### config.mk
export PLATFORM = sky130hd
export DESIGN_NAME = relative_vector_word_decoder
export DESIGN_NICKNAME = d
export VERILOG_FILES = /design/src/rtl/core/rvwd_pkg.sv /design/src/rtl/core/rvwd_queue.sv /design/src/rtl/core/rvwd_front.sv /design/src/rtl/core/rvwd_back.sv /design/src/rtl/core/relative_vector_word_decoder.sv
export VERILOG_INCLUDE_DIRS = /design/src /design/src/rtl/core
export SDC_FILE = /design/constraint.sdc
export NUM_CORES = 2
export LEC_CHECK = 0
export BUFFER_PORTS_ARGS = -buffer_cell sky130_fd_sc_hd__buf_2
export CAP_MARGIN = 20
export CORE_UTILIZATION = 35
export CTS_CLUSTER_SIZE = 25
export DETAILED_ROUTE_END_ITERATION = 16
export SETUP_SLACK_MARGIN = 0.1
export SKIP_CTS_REPAIR_TIMING = 1
export SYNTH_ARGS = -nofsm -noshare
export SYNTH_HDL_FRONTEND = slang
export SYNTH_SLANG_ARGS = --single-unit
### constraint.sdc
create_clock -name clock -period 8.3 [get_ports clock]
set_clock_uncertainty 0.1 [all_clocks]
set_input_delay 0 -clock clock [delete_from_list [all_inputs] [get_ports clock]]
set_output_delay 0 -clock clock [all_outputs]
set_load 0.02 [all_outputs]
### src/rtl/core/relative_vector_word_decoder_assert.svh
// Assertion macros shared by the vector word decoder RTL.
// Define ASSERT_OFF to compile every check away; no other dependencies.
`ifndef RELATIVE_VECTOR_WORD_DECODER_ASSERT_SVH
`define RELATIVE_VECTOR_WORD_DECODER_ASSERT_SVH

`ifndef ASSERT_OFF

// Antecedent in this cycle implies consequent in the same cycle.
`define RVWD_ASSERT_IMPLY(label, clk, rst, ante, cons) \
   label: assert property (@(posedge clk) disable iff (rst) (ante) |-> (cons)) \
      else $error("rvwd assertion failed");

// Antecedent in this cycle implies consequent in the next cycle.
`define RVWD_ASSERT_NEXT(label, clk, rst, ante, cons) \
   label: assert property (@(posedge clk) disable iff (rst) (ante) |=> (cons)) \
      else $error("rvwd assertion failed");

// Condition must never be seen.
`define RVWD_ASSERT_NEVER(label, clk, rst, cond) \
   label: assert property (@(posedge clk) disable iff (rst) !(cond)) \
      else $error("rvwd assertion failed");

`else

`define RVWD_ASSERT_IMPLY(label, clk, rst, ante, cons)
`define RVWD_ASSERT_NEXT(label, clk, rst, ante, cons)
`define RVWD_ASSERT_NEVER(label, clk, rst, cond)

`endif

`endif

### src/rtl/core/rvwd_pkg.sv
`timescale 1ns / 1ps
// Shared types and constants of the relative vector word decoder.
// No dependencies; imported by every module of the block.
package rvwd_pkg;

   // Start coordinates at or above this limit (or zero) clamp to zero
   localparam int unsigned START_LIMIT = 5000;

   // Decode queue between front and back
   localparam int unsigned QUEUE_DEPTH = 4;
   localparam int unsigned QUEUE_AW    = $clog2(QUEUE_DEPTH);
   localparam int unsigned QUEUE_CW    = $clog2(QUEUE_DEPTH + 1);

   // Configuration register indexes
   localparam int unsigned CSR_INDEX_W = 2;
   localparam logic [CSR_INDEX_W-1:0] CSR_X_SHIFT     = 2'd0;
   localparam logic [CSR_INDEX_W-1:0] CSR_Y_SHIFT     = 2'd1;
   localparam logic [CSR_INDEX_W-1:0] CSR_ZOOM_FACTOR = 2'd2;

   // Word format fields
   localparam int unsigned DELTA_W = 13;

   typedef enum logic {
      ACTION_START = 1'b0,
      ACTION_WORD  = 1'b1
   } action_type;

   typedef struct packed {
      logic        action;
      logic [15:0] data_word;
      logic [15:0] start_x;
      logic [15:0] start_y;
      logic        end_of_record;
   } req_type;

   typedef struct packed {
      logic signed [31:0] point_x;
      logic signed [31:0] point_y;
      logic               pen_down;
      logic               last_point;
   } rsp_type;

   typedef struct packed {
      logic [3:0] x_shift;
      logic [3:0] y_shift;
      logic [7:0] zoom_factor;
   } cfg_type;

   // One classified item handed from front to back
   typedef struct packed {
      logic                      is_start;
      logic                      pen_down;
      logic                      last_point;
      logic signed [DELTA_W-1:0] dx;
      logic signed [DELTA_W-1:0] dy;
      logic [15:0]               start_x;
      logic [15:0]               start_y;
   } op_type;

endpackage

### src/rtl/core/rvwd_queue.sv
`timescale 1ns / 1ps
// Short first-in first-out queue of decoded operations between front and back.
// Depends on rvwd_pkg and the assertion macro header.
`include "relative_vector_word_decoder_assert.svh"

module rvwd_queue (
   input  logic            clock,
   input  logic            reset,
   input  logic            push,
   input  rvwd_pkg::op_type push_op,
   output logic            full,
   input  logic            pop,
   output logic            empty,
   output rvwd_pkg::op_type head_op
);
   import rvwd_pkg::*;

   op_type               entries_ff [QUEUE_DEPTH];
   logic [QUEUE_AW-1:0]  wr_ptr_ff, wr_ptr_in;
   logic [QUEUE_AW-1:0]  rd_ptr_ff, rd_ptr_in;
   logic [QUEUE_CW-1:0]  count_ff, count_in;

   assign full    = (count_ff == QUEUE_CW'(QUEUE_DEPTH));
   assign empty   = (count_ff == '0);
   assign head_op = entries_ff[rd_ptr_ff];

   // Advance pointers with explicit wrap, track fill level
   always_comb begin
      wr_ptr_in = wr_ptr_ff;
      rd_ptr_in = rd_ptr_ff;
      count_in  = count_ff;
      if (push) begin
         wr_ptr_in = (wr_ptr_ff == QUEUE_AW'(QUEUE_DEPTH - 1)) ? '0 : wr_ptr_ff + 1'b1;
      end
      if (pop) begin
         rd_ptr_in = (rd_ptr_ff == QUEUE_AW'(QUEUE_DEPTH - 1)) ? '0 : rd_ptr_ff + 1'b1;
      end
      if (push && !pop) begin
         count_in = count_ff + 1'b1;
      end else if (pop && !push) begin
         count_in = count_ff - 1'b1;
      end
   end

   always_ff @(posedge clock) begin
      if (reset) begin
         wr_ptr_ff <= '0;
         rd_ptr_ff <= '0;
         count_ff  <= '0;
      end else begin
         wr_ptr_ff <= wr_ptr_in;
         rd_ptr_ff <= rd_ptr_in;
         count_ff  <= count_in;
      end
   end

   // Store payload, no reset needed
   always_ff @(posedge clock) begin
      if (push) begin
         entries_ff[wr_ptr_ff] <= push_op;
      end
   end

   `RVWD_ASSERT_NEVER(a_queue_overfill, clock, reset, count_ff > QUEUE_CW'(QUEUE_DEPTH))
   `RVWD_ASSERT_IMPLY(a_queue_no_pop_empty, clock, reset, pop, !empty)

endmodule

### src/rtl/core/rvwd_front.sv
`timescale 1ns / 1ps
// Front end: accepts request beats, classifies words and pairs long-form halves.
// Depends on rvwd_pkg and the assertion macro header.
`include "relative_vector_word_decoder_assert.svh"

module rvwd_front (
   input  logic             clock,
   input  logic             reset,
   input  logic             req_valid,
   output logic             req_stall,
   input  rvwd_pkg::req_type req_payload,
   input  logic             queue_full,
   output logic             push,
   output rvwd_pkg::op_type push_op
);
   import rvwd_pkg::*;

   logic        pend_valid_ff, pend_valid_in;
   logic [15:0] pend_word_ff, pend_word_in;

   logic        accept;
   logic        is_start;
   logic        is_second;
   logic        is_short;
   logic        is_first;
   logic [15:0] word;

   // Zero a start coordinate outside 1..START_LIMIT-1
   function automatic logic [15:0] clamp_start(input logic [15:0] v);
      logic in_range;
      in_range = (v != '0) && (v < 16'(START_LIMIT));
      return in_range ? v : '0;
   endfunction

   assign word      = req_payload.data_word;
   assign req_stall = queue_full;
   assign accept    = req_valid && !queue_full;

   // Classify the beat; a word after a pending half always completes it
   assign is_start  = (req_payload.action == ACTION_START);
   assign is_second = !is_start && pend_valid_ff;
   assign is_short  = !is_start && !pend_valid_ff && word[15];
   assign is_first  = !is_start && !pend_valid_ff && !word[15];

   assign push = accept && !is_first;

   // Build the operation for the back end
   always_comb begin
      push_op            = '0;
      push_op.is_start   = is_start;
      push_op.last_point = req_payload.end_of_record;
      push_op.start_x    = clamp_start(req_payload.start_x);
      push_op.start_y    = clamp_start(req_payload.start_y);
      if (is_second) begin
         push_op.dx       = pend_word_ff[DELTA_W-1:0];
         push_op.dy       = word[DELTA_W-1:0];
         push_op.pen_down = !word[13];
      end else begin
         push_op.dx       = {{(DELTA_W-7){word[14]}}, word[14:8]};
         push_op.dy       = {{(DELTA_W-7){word[6]}}, word[6:0]};
         push_op.pen_down = !is_start && !word[7];
      end
   end

   // Hold a first half until its partner; drop it at record end or on a start
   always_comb begin
      pend_valid_in = pend_valid_ff;
      pend_word_in  = pend_word_ff;
      if (accept) begin
         if (is_first && !req_payload.end_of_record) begin
            pend_valid_in = 1'b1;
            pend_word_in  = word;
         end else begin
            pend_valid_in = 1'b0;
         end
      end
   end

   always_ff @(posedge clock) begin
      if (reset) begin
         pend_valid_ff <= 1'b0;
      end else begin
         pend_valid_ff <= pend_valid_in;
      end
   end

   always_ff @(posedge clock) begin
      pend_word_ff <= pend_word_in;
   end

   `RVWD_ASSERT_NEXT(a_front_start_clears, clock, reset, accept && is_start, !pend_valid_ff)
   `RVWD_ASSERT_IMPLY(a_front_second_pushes, clock, reset, accept && pend_valid_ff, push)

endmodule

### src/rtl/core/rvwd_back.sv
`timescale 1ns / 1ps
// Back end: scales deltas, accumulates the position and holds the response beat.
// Depends on rvwd_pkg and the assertion macro header.
`include "relative_vector_word_decoder_assert.svh"

module rvwd_back (
   input  logic             clock,
   input  logic             reset,
   input  rvwd_pkg::cfg_type cfg,
   input  logic             queue_empty,
   input  rvwd_pkg::op_type head_op,
   output logic             pop,
   output logic             rsp_valid,
   input  logic             rsp_stall,
   output rvwd_pkg::rsp_type rsp_payload
);
   import rvwd_pkg::*;

   // Stage 1: scaled deltas
   logic        s1_valid_ff, s1_valid_in;
   op_type      s1_op_ff, s1_op_in;
   logic [31:0] s1_dx_ff, s1_dx_in;
   logic [31:0] s1_dy_ff, s1_dy_in;

   // Stage 2: position and response register
   logic        rsp_valid_ff, rsp_valid_in;
   rsp_type     rsp_ff, rsp_in;
   logic [31:0] cur_x_ff, cur_x_in;
   logic [31:0] cur_y_ff, cur_y_in;

   logic        adv;
   logic [31:0] dx_shl;
   logic [31:0] dy_shl;
   logic [31:0] dx_mul;
   logic [31:0] dy_mul;

   // Move the whole pipe unless the response beat is stalled
   assign adv = !rsp_valid_ff || !rsp_stall;
   assign pop = adv && !queue_empty;

   // Shift and zoom each delta; only the low 32 bits matter
   always_comb begin
      dx_shl   = {{(32-DELTA_W){head_op.dx[DELTA_W-1]}}, head_op.dx} << cfg.x_shift;
      dy_shl   = {{(32-DELTA_W){head_op.dy[DELTA_W-1]}}, head_op.dy} << cfg.y_shift;
      dx_mul   = dx_shl * 32'(cfg.zoom_factor);
      dy_mul   = dy_shl * 32'(cfg.zoom_factor);
      s1_valid_in = s1_valid_ff;
      s1_op_in    = s1_op_ff;
      s1_dx_in    = s1_dx_ff;
      s1_dy_in    = s1_dy_ff;
      if (adv) begin
         s1_valid_in = !queue_empty;
         s1_op_in    = head_op;
         s1_dx_in    = dx_mul;
         s1_dy_in    = dy_mul;
      end
   end

   // Load or advance the position and capture the response
   always_comb begin
      rsp_valid_in = rsp_valid_ff;
      rsp_in       = rsp_ff;
      cur_x_in     = cur_x_ff;
      cur_y_in     = cur_y_ff;
      if (adv) begin
         rsp_valid_in = s1_valid_ff;
         if (s1_valid_ff) begin
            if (s1_op_ff.is_start) begin
               cur_x_in = {16'd0, s1_op_ff.start_x};
               cur_y_in = {16'd0, s1_op_ff.start_y};
            end else begin
               cur_x_in = cur_x_ff + s1_dx_ff;
               cur_y_in = cur_y_ff + s1_dy_ff;
            end
            rsp_in.point_x    = cur_x_in;
            rsp_in.point_y    = cur_y_in;
            rsp_in.pen_down   = s1_op_ff.pen_down;
            rsp_in.last_point = s1_op_ff.last_point;
         end
      end
   end

   always_ff @(posedge clock) begin
      if (reset) begin
         s1_valid_ff  <= 1'b0;
         rsp_valid_ff <= 1'b0;
         cur_x_ff     <= '0;
         cur_y_ff     <= '0;
      end else begin
         s1_valid_ff  <= s1_valid_in;
         rsp_valid_ff <= rsp_valid_in;
         cur_x_ff     <= cur_x_in;
         cur_y_ff     <= cur_y_in;
      end
   end

   always_ff @(posedge clock) begin
      s1_op_ff <= s1_op_in;
      s1_dx_ff <= s1_dx_in;
      s1_dy_ff <= s1_dy_in;
      rsp_ff   <= rsp_in;
   end

   assign rsp_valid   = rsp_valid_ff;
   assign rsp_payload = rsp_ff;

   `RVWD_ASSERT_NEXT(a_back_hold_stage1, clock, reset,
      s1_valid_ff && rsp_valid_ff && rsp_stall, s1_valid_ff && $stable(s1_dx_ff))

endmodule

### src/rtl/core/relative_vector_word_decoder.sv
`timescale 1ns / 1ps
// Relative vector word decoder: turns packed relative vector words into points.
// Channels: req (valid/stall) takes one beat per start item or 16-bit word;
// rsp (valid/stall) gives one beat per emitted point; csr (valid/ready) writes
// x_shift, y_shift and zoom_factor and is always ready.
// A start beat emits the clamped start point as a move. A short-form word emits
// one point; a long form emits one point on its second word, nothing on its
// first. Coordinates wrap in 32 bits.
// An item moves from the queue to stage 1, then to the response register.
// Throughput: one beat per cycle while req_stall is low, set by the
// combinational front classifier and the two-stage scale/accumulate back end;
// the four-entry queue between them absorbs short response stalls.
// While rsp is stalled the response beat holds, the back end freezes and the
// queue fills; once it is full req_stall rises.
// Reset (synchronous) clears the position, any pending half-word, the queue
// and the registers (shifts 0, zoom 1). Write registers only while idle.
// Depends on rvwd_pkg, rvwd_front, rvwd_queue and rvwd_back.

module relative_vector_word_decoder (
   input  logic                                  clock,
   input  logic                                  reset,
   input  logic                                  req_valid,
   output logic                                  req_stall,
   input  rvwd_pkg::req_type                     req_payload,
   output logic                                  rsp_valid,
   input  logic                                  rsp_stall,
   output rvwd_pkg::rsp_type                     rsp_payload,
   input  logic                                  csr_valid,
   output logic                                  csr_ready,
   input  logic [rvwd_pkg::CSR_INDEX_W-1:0]      csr_index,
   input  logic [7:0]                            csr_wdata
);
   import rvwd_pkg::*;

   cfg_type cfg_ff, cfg_in;
   logic    queue_full;
   logic    queue_empty;
   logic    push;
   logic    pop;
   op_type  push_op;
   op_type  head_op;

   assign csr_ready = 1'b1;

   // Register writes; unknown indexes drop
   always_comb begin
      cfg_in = cfg_ff;
      if (csr_valid && csr_ready) begin
         unique case (csr_index)
            CSR_X_SHIFT:     cfg_in.x_shift     = csr_wdata[3:0];
            CSR_Y_SHIFT:     cfg_in.y_shift     = csr_wdata[3:0];
            CSR_ZOOM_FACTOR: cfg_in.zoom_factor = csr_wdata;
            default: ;
         endcase
      end
   end

   always_ff @(posedge clock) begin
      if (reset) begin
         cfg_ff.x_shift     <= 4'd0;
         cfg_ff.y_shift     <= 4'd0;
         cfg_ff.zoom_factor <= 8'd1;
      end else begin
         cfg_ff <= cfg_in;
      end
   end

   rvwd_front u_front (
      .clock       (clock),
      .reset       (reset),
      .req_valid   (req_valid),
      .req_stall   (req_stall),
      .req_payload (req_payload),
      .queue_full  (queue_full),
      .push        (push),
      .push_op     (push_op)
   );

   rvwd_queue u_queue (
      .clock   (clock),
      .reset   (reset),
      .push    (push),
      .push_op (push_op),
      .full    (queue_full),
      .pop     (pop),
      .empty   (queue_empty),
      .head_op (head_op)
   );

   rvwd_back u_back (
      .clock       (clock),
      .reset       (reset),
      .cfg         (cfg_ff),
      .queue_empty (queue_empty),
      .head_op     (head_op),
      .pop         (pop),
      .rsp_valid   (rsp_valid),
      .rsp_stall   (rsp_stall),
      .rsp_payload (rsp_payload)
   );

endmodule

# --- Yosys cells after proc, flatten, opt, wreduce, memory -nomap -nowiden ---
# Memory sizes are Yosys's and may differ from the RTL's. A register that Yosys moved wholly into a read port is not among the register bits.
# Cells that the tools add are included.
classes:
  n_div: 0
  n_lt_le_gt_ge: 2
  addsub: 6
  multipliers: 2
  n_bitwise: 1
  n_reduce_logical: 35
  muxes: 15
  n_eq_ne: 5
  shift: 2
op_table:
  columns: ["cell", "n"]
  rows:
  - ["32-bit adder", 2]
  - ["32-bit by 8-bit multiplier with 32-bit output", 2]
  - ["32-bit two-way mux", 2]
  - ["32-bit by 4-bit << shifter with 32-bit output", 2]
  - ["16-bit by 13-bit less-than comparator with 1-bit output (second input constant)", 2]
  - ["16-bit two-way mux", 2]
  - ["16-bit nonzero test", 2]
  - ["26-bit two-way mux", 1]
  - ["1-bit logical AND", 12]
  - ["1-bit logical NOT", 12]
  - ["2-bit AND reduction", 5]
  - ["2-bit two-way mux", 4]
  - ["2-bit equality test (second input constant)", 3]
  - ["3-bit two-way mux", 2]
  - ["2-bit by 1-bit adder with 2-bit output (second input constant)", 2]
  - ["1-bit two-way mux", 4]
  - ["3-bit by 1-bit adder with 3-bit output (second input constant)", 1]
  - ["3-bit equality test (second input constant)", 1]
  - ["3-bit logical NOT", 1]
  - ["3-bit by 1-bit subtractor with 3-bit output (second input constant)", 1]
  - ["2-bit by 1-bit equality test with 1-bit output (second input constant)", 1]
  - ["2-bit logical NOT", 1]
  - ["2-bit nonzero test", 1]
  - ["1-bit logical OR", 1]
  - ["1-bit inverter", 1]
totals:
  mem_count: 1
  mem_bits_rw: 244
  latch_bits: 0
  in_bits: 65
  register_bits: 268
  elab_cells: 92
  output_inout_bits: 69
  romBits: 0
memory_table:
  columns: ["memory", "words", "width", "read_ports", "rd_ports_with_merged_regs", "wr", "line", "rtl"]
  rows:
  - ["u_queue.entries_ff", 4, 61, 1, 1, 1, "rvwd_queue.sv:18", "op_type entries_ff [QUEUE_DEPTH];"]

# --- Longest topological paths before layout ---
logic_depth:
  word_depth: 9
  ltp_mapped: 28
  ltp_nobuf: 26

# --- Cells and area by module ---
# Synthesis repeated with hierarchy kept, for this count alone.
hier_totals:
  cells_unflattened: 3223
  area_unflattened_um2: 36218.5
modules_own_cells:
  columns: ["mod", "instances", "area_each_um2", "seq_area_each_um2", "cells_per_inst"]
  rows:
  - ["rvwd_back", 1, 24957.7, 6276.0, 2652]
  - ["rvwd_queue", 1, 9310.2, 7507.2, 363]
  - ["rvwd_front", 1, 1265.0, 410.4, 142]
  - ["relative_vector_word_decoder", 1, 685.7, 320.3, 66]

# --- Least setup slack after synthesis ---
# No wires, ideal clock.
synth_path:
  kind: "reg2reg"
  start: "register (tool-made name)"
  end: "register u_back.s1_dy_ff[30], data pin"
  path_slack_ns: 1.668
  stages_incl_launch_ff: 26
  arrival_ns: 6.266
  period_less_slack_ns: 6.632
  path_cell_list: "dfxtp_1 > buf_6 > buf_12 > buf_6 > mux4_2 > mux2_2 > a21oi_1 > mux2i_1 > o2bb2ai_1 > and2_1 > fa_1 > fa_1 > fa_1 > inv_1 > fa_1 > inv_1 > ha_1 > a21o_1 > a21oi_1 > a21boi_1 > o22ai_1 > o32a_1 > a221oi_2 > o21ai_1 > o41ai_1 > xnor2_1"
synth_lines:
  columns: ["element", "line", "rtl"]
  rows:
  - ["to (signal assigned)", "rvwd_back.sv:100", "s1_dy_ff <= s1_dy_in;"]
  - ["to (decl)", "rvwd_back.sv:23", "logic [31:0] s1_dy_ff, s1_dy_in;"]

==> key figures <==
Place
  – GPL Wtd Cong: 0.8538
  – Placed insts: approximately 4600
  – PortBufs: ~130
  – DP Area: about 38000 um^2
  – DP Wirelength: 64.08 mm

STA
  – Setup_tns: 0 ns
  – Peak Freq: approximately 0.13 GHz
  – Final hold violation count: 0
  – Fin crit period: 7.662 ns
  – Fin. max-slew vios: 0
  – Slew @ Worst Pin: just over 1 ns
  – Crit share post-route: 92.31%
  – Setup Viol. Count Final: 0
  – Max-slew headroom: 31.31%
  – RSZ-0062 raised after global routing: false

Route
  – Via count: between 20000 and 25000
  – DR DRC count: 0
  – TritonRoute pass-1 iters: 5
  – WL per Instance: 18.59 um
  – Antenna-violating nets left: 0
  – Vias/cell: between 5 and 6
  – Detailed Route Iter0 Violations: around 1600
  – Final WL: 88.67 mm

Critical path
  – CP max FO: 27
  – Critical Path RT: about 8.6 ns
  – Reg-to-reg slack, setup: roughly 0.64 ns
  – Worst r2r path cells: 20
  – Critical path capture point type: register
  – Worst EP arrival: just under 8 ns
  – Crit path max-delay cell type: dfxtp_4
  – Critical Path End: u_back.s1_dy_ff[30]
  – Most frequent CP cell: fa_1
  – Critical-path cell list: mux4_1 -> nor2b_1 -> o21ai_2 -> nor2_1 -> nor2_2 -> o21ai_1 -> and2_1 -> fa_1 -> fa_1 -> fa_1 -> fa_1 -> ha_1 -> a21o_1 -> a21o_1 -> or2_2 -> o32a_1 -> a221oi_2 -> o21ai_1 -> o41ai_1 -> xnor2_1
  – CP Class: register to register
  – Startpoint Class: register
  – Crit-path max cell delay: between 0.6 and 0.7 ns
  – Crit Reg-Reg Endpoint: u_back.s1_dy_ff[30]

Synth
  – Adder-cell area share of the yosys netlist: approximately 23%
  – Seq cells post-synth: slightly above 500
  – Syn Area/Cell: 11.22 um^2
  – Synth Area in Compound Gates: roughly 8.3%
  – Synth Cell Area: between 30000 and 40000 um^2
  – Synth cell count leaders: 422 x edfxtp_1, 326 x inv_1, 315 x fa_1, 290 x nand2_1, 246 x nor2_1
  – EDFF count, synth: ~420
  – Synth Instances: 3181
  – Post-Synth Simple-Gate Area: between 10% and 20%
  – Most common cell in the netlist: edfxtp_1
  – Post-synth ARST share: 0%
  – YS warnings: 0
  – Post-synthesis sequential area ratio: around 40%
  – Yosys top cell area share: a little over a third
  – Ranking of synthesized cells by area: edfxtp_1 36%, fa_1 18%, ha_1 5.2%
  – Prevailing post-synth register cell: edfxtp_1
  – Largest family of logic cells by synthesized area: adder cells
  – Mux cell area share after synthesis: 6.329%
  – Synth Area in XOR/XNOR: around 3.1%
  – Top cell type by total area after synthesis: edfxtp_1
  – Synth unique cells: 87

Clocking
  – Worst-path clk slew: 0.06 ns
  – CTS tree: yes
  – Max clock buf depth: 3
  – CTS Buf Count: 57
  – Root Driver: clkbuf_16
  – H-tree depth: 2
  – Clk_lat worst skew: 0.63 ns
  – # clock sinks: about 500

Finish
  – Fin nets: roughly 4000
  – Antenna diode count: 0
  – Fill cells: between 9000 and 10000
  – Post-Layout Cell Count: 4771
  – Share of layout cells above drive strength 1: 11.57%
  – Cell area after layout: a little over 40000 um^2
  – Area delta synth->final: 13.82%

Global routing
  – First-pass GRT wire length: between 100 and 150 mm
  – Tot GR Track Use: between 10% and 20%
  – Initial antenna violation count: 0
  – Largest net degree at the start of global routing: between 70 and 80
  – GR Overflow Total: 0
  – Vias in the first global route: 24110

Outcome
  – Status: completed

Pwr
  – Clock network power share: 20.3%
  – Sequential share of power: 29.6%
  – P_int: between 7 and 8 mW
  – P_leak: 16.70 nW
  – Power per cell area: approximately 330 nW/um^2
  – Max VDD drop: 0.1791 mV
  – Comb pwr share: 50.0%
  – Switching Share: 40.86%
  – Total power: 13.47 mW
  – Net Sw Power: around 5.5 mW

Floorplan
  – Die ar.: about 100000 um^2
  – Die H: roughly 320 um
  – I/O pin count: 134
  – Core Rows: between 100 and 150
  – Initial Util: 35.48%
  – Placeable Area: slightly above 100000 um^2
  – Die width: between 300 and 400 um

Flow run
  – Max-cap check violation count: 0

Hold path
  – Worst hold stages: 2
  – Hold Crit Class: input pin to register
==> cell type report <==
cell class	instances	area [um^2]	area share, %
clock buffers	71	1510	3.718
clock inverters	36	515.5	1.269
inverters	334	1256	3.093
multi-input cells	2219	19450	47.90
flip-flops and latches	514	14520	35.75
well taps	1357	1698	4.181
repair buffers	240	1658	4.082
==> critical path, delay by kind of cell, from the launching register on <==
kind / cells / cell delay (ns)
AO/OA/AOI/OAI: 8 / 2.28
XOR/XNOR: 1 / 0.10
adder cells (fa/ha/maj): 5 / 2.26
AND/OR/NAND/NOR: 5 / 1.29
flip-flops: 1 / 0.69
multiplexers: 1 / 0.64
==> power by group through the flow <==
| stage | clock network [mW] | registers, mW | logic (mW) |
|---|---|---|---|
| 2_1_floorplan | 0 | 4.06 | 4.85 |
| 3_3_place_gp | 0 | 4.05 | 6.67 |
| 3_5_place_dp | 0 | 4.06 | 6.74 |
| 4_1_cts | 2.80 | 4.01 | 6.77 |
| 5_1_grt | 2.89 | 4.06 | 7.53 |
| 6_report | 2.74 | 4.00 | 6.74 |
==> flip-flops by register name (all words and copies together), names as in the netlist, named ones only <==
name,count
u_queue.entries_ff,244
u_back.s1_valid_ff,1
u_back.s1_op_ff,35
u_back.rsp_valid,1
cfg_ff,16
u_queue.count_ff,3
u_back.s1_dx_ff,32
u_back.cur_x_ff,32
u_back.rsp_payload,66
u_queue.wr_ptr_ff,2
u_front.pend_word_ff,13
u_queue.rd_ptr_ff,2
u_back.cur_y_ff,32
u_back.s1_dy_ff,32
u_front.pend_valid_ff,1
==> cells in the final DEF (no fill, tap or decap), types with 28 or more instances in the layout <==
cell type	n
a21o_1	55
and2_1	192
nand2b_1	28
mux4_2	56
mux2_2	30
fa_1	315
clkbuf_16	58
nor4_1	63
nand2_1	288
buf_4	40
ha_1	148
a21oi_1	136
o21ai_0	99
dlygate4sd3_1	67
nor2_1	246
edfxtp_1	422
nor3_1	77
mux2i_1	46
xor2_1	41
xnor2_1	86
dfxtp_1	88
o21a_1	29
inv_1	326
buf_2	131
==> worst min path at each step <==
stage	from	to	slack [ns]
final	req_payload[45]	u_front.pend_word_ff[12]	0.04
after global routing	req_payload[45]	u_front.pend_word_ff[12]	0.03
after CTS	req_payload[45]	u_front.pend_word_ff[12]	-0.53
after detailed placement	req_payload[45]	u_front.pend_word_ff[12]	0.13
after global placement	req_payload[45]	u_front.pend_word_ff[12]	0.14
after floorplan	req_payload[33]	u_front.pend_word_ff[0]	-0.001
==> cell families after synthesis <==
kind of cell	count (synthesis)
fa+ha+maj	463
buf+inv	471
other cells	2
flops	514
xor+xnor	127
mux	141
compound gates	459
simple gates	1004
==> through the flow <==
stage / worst slack (ns) / hold slack [ns] / util [%]
after floorplan: 1.668 / -0.001131 / -
final: 0.6382 / 0.03604 / 40.38
after global routing: 0.2395 / 0.03429 / 40.38
after global placement: 0.7119 / 0.1368 / 37.69
after CTS: 0.6576 / -0.5288 / 39.71
after detailed placement: 0.6391 / 0.1346 / 37.70
==> layer usage <==
metal	wire length (um)	GRT usage, %
met3	5141	2.959
met4	1682	3.894
met2	41790	28.38
met5	0	0
met1	40050	23.30
No activity file was read; power rests on OpenSTA's default activity.
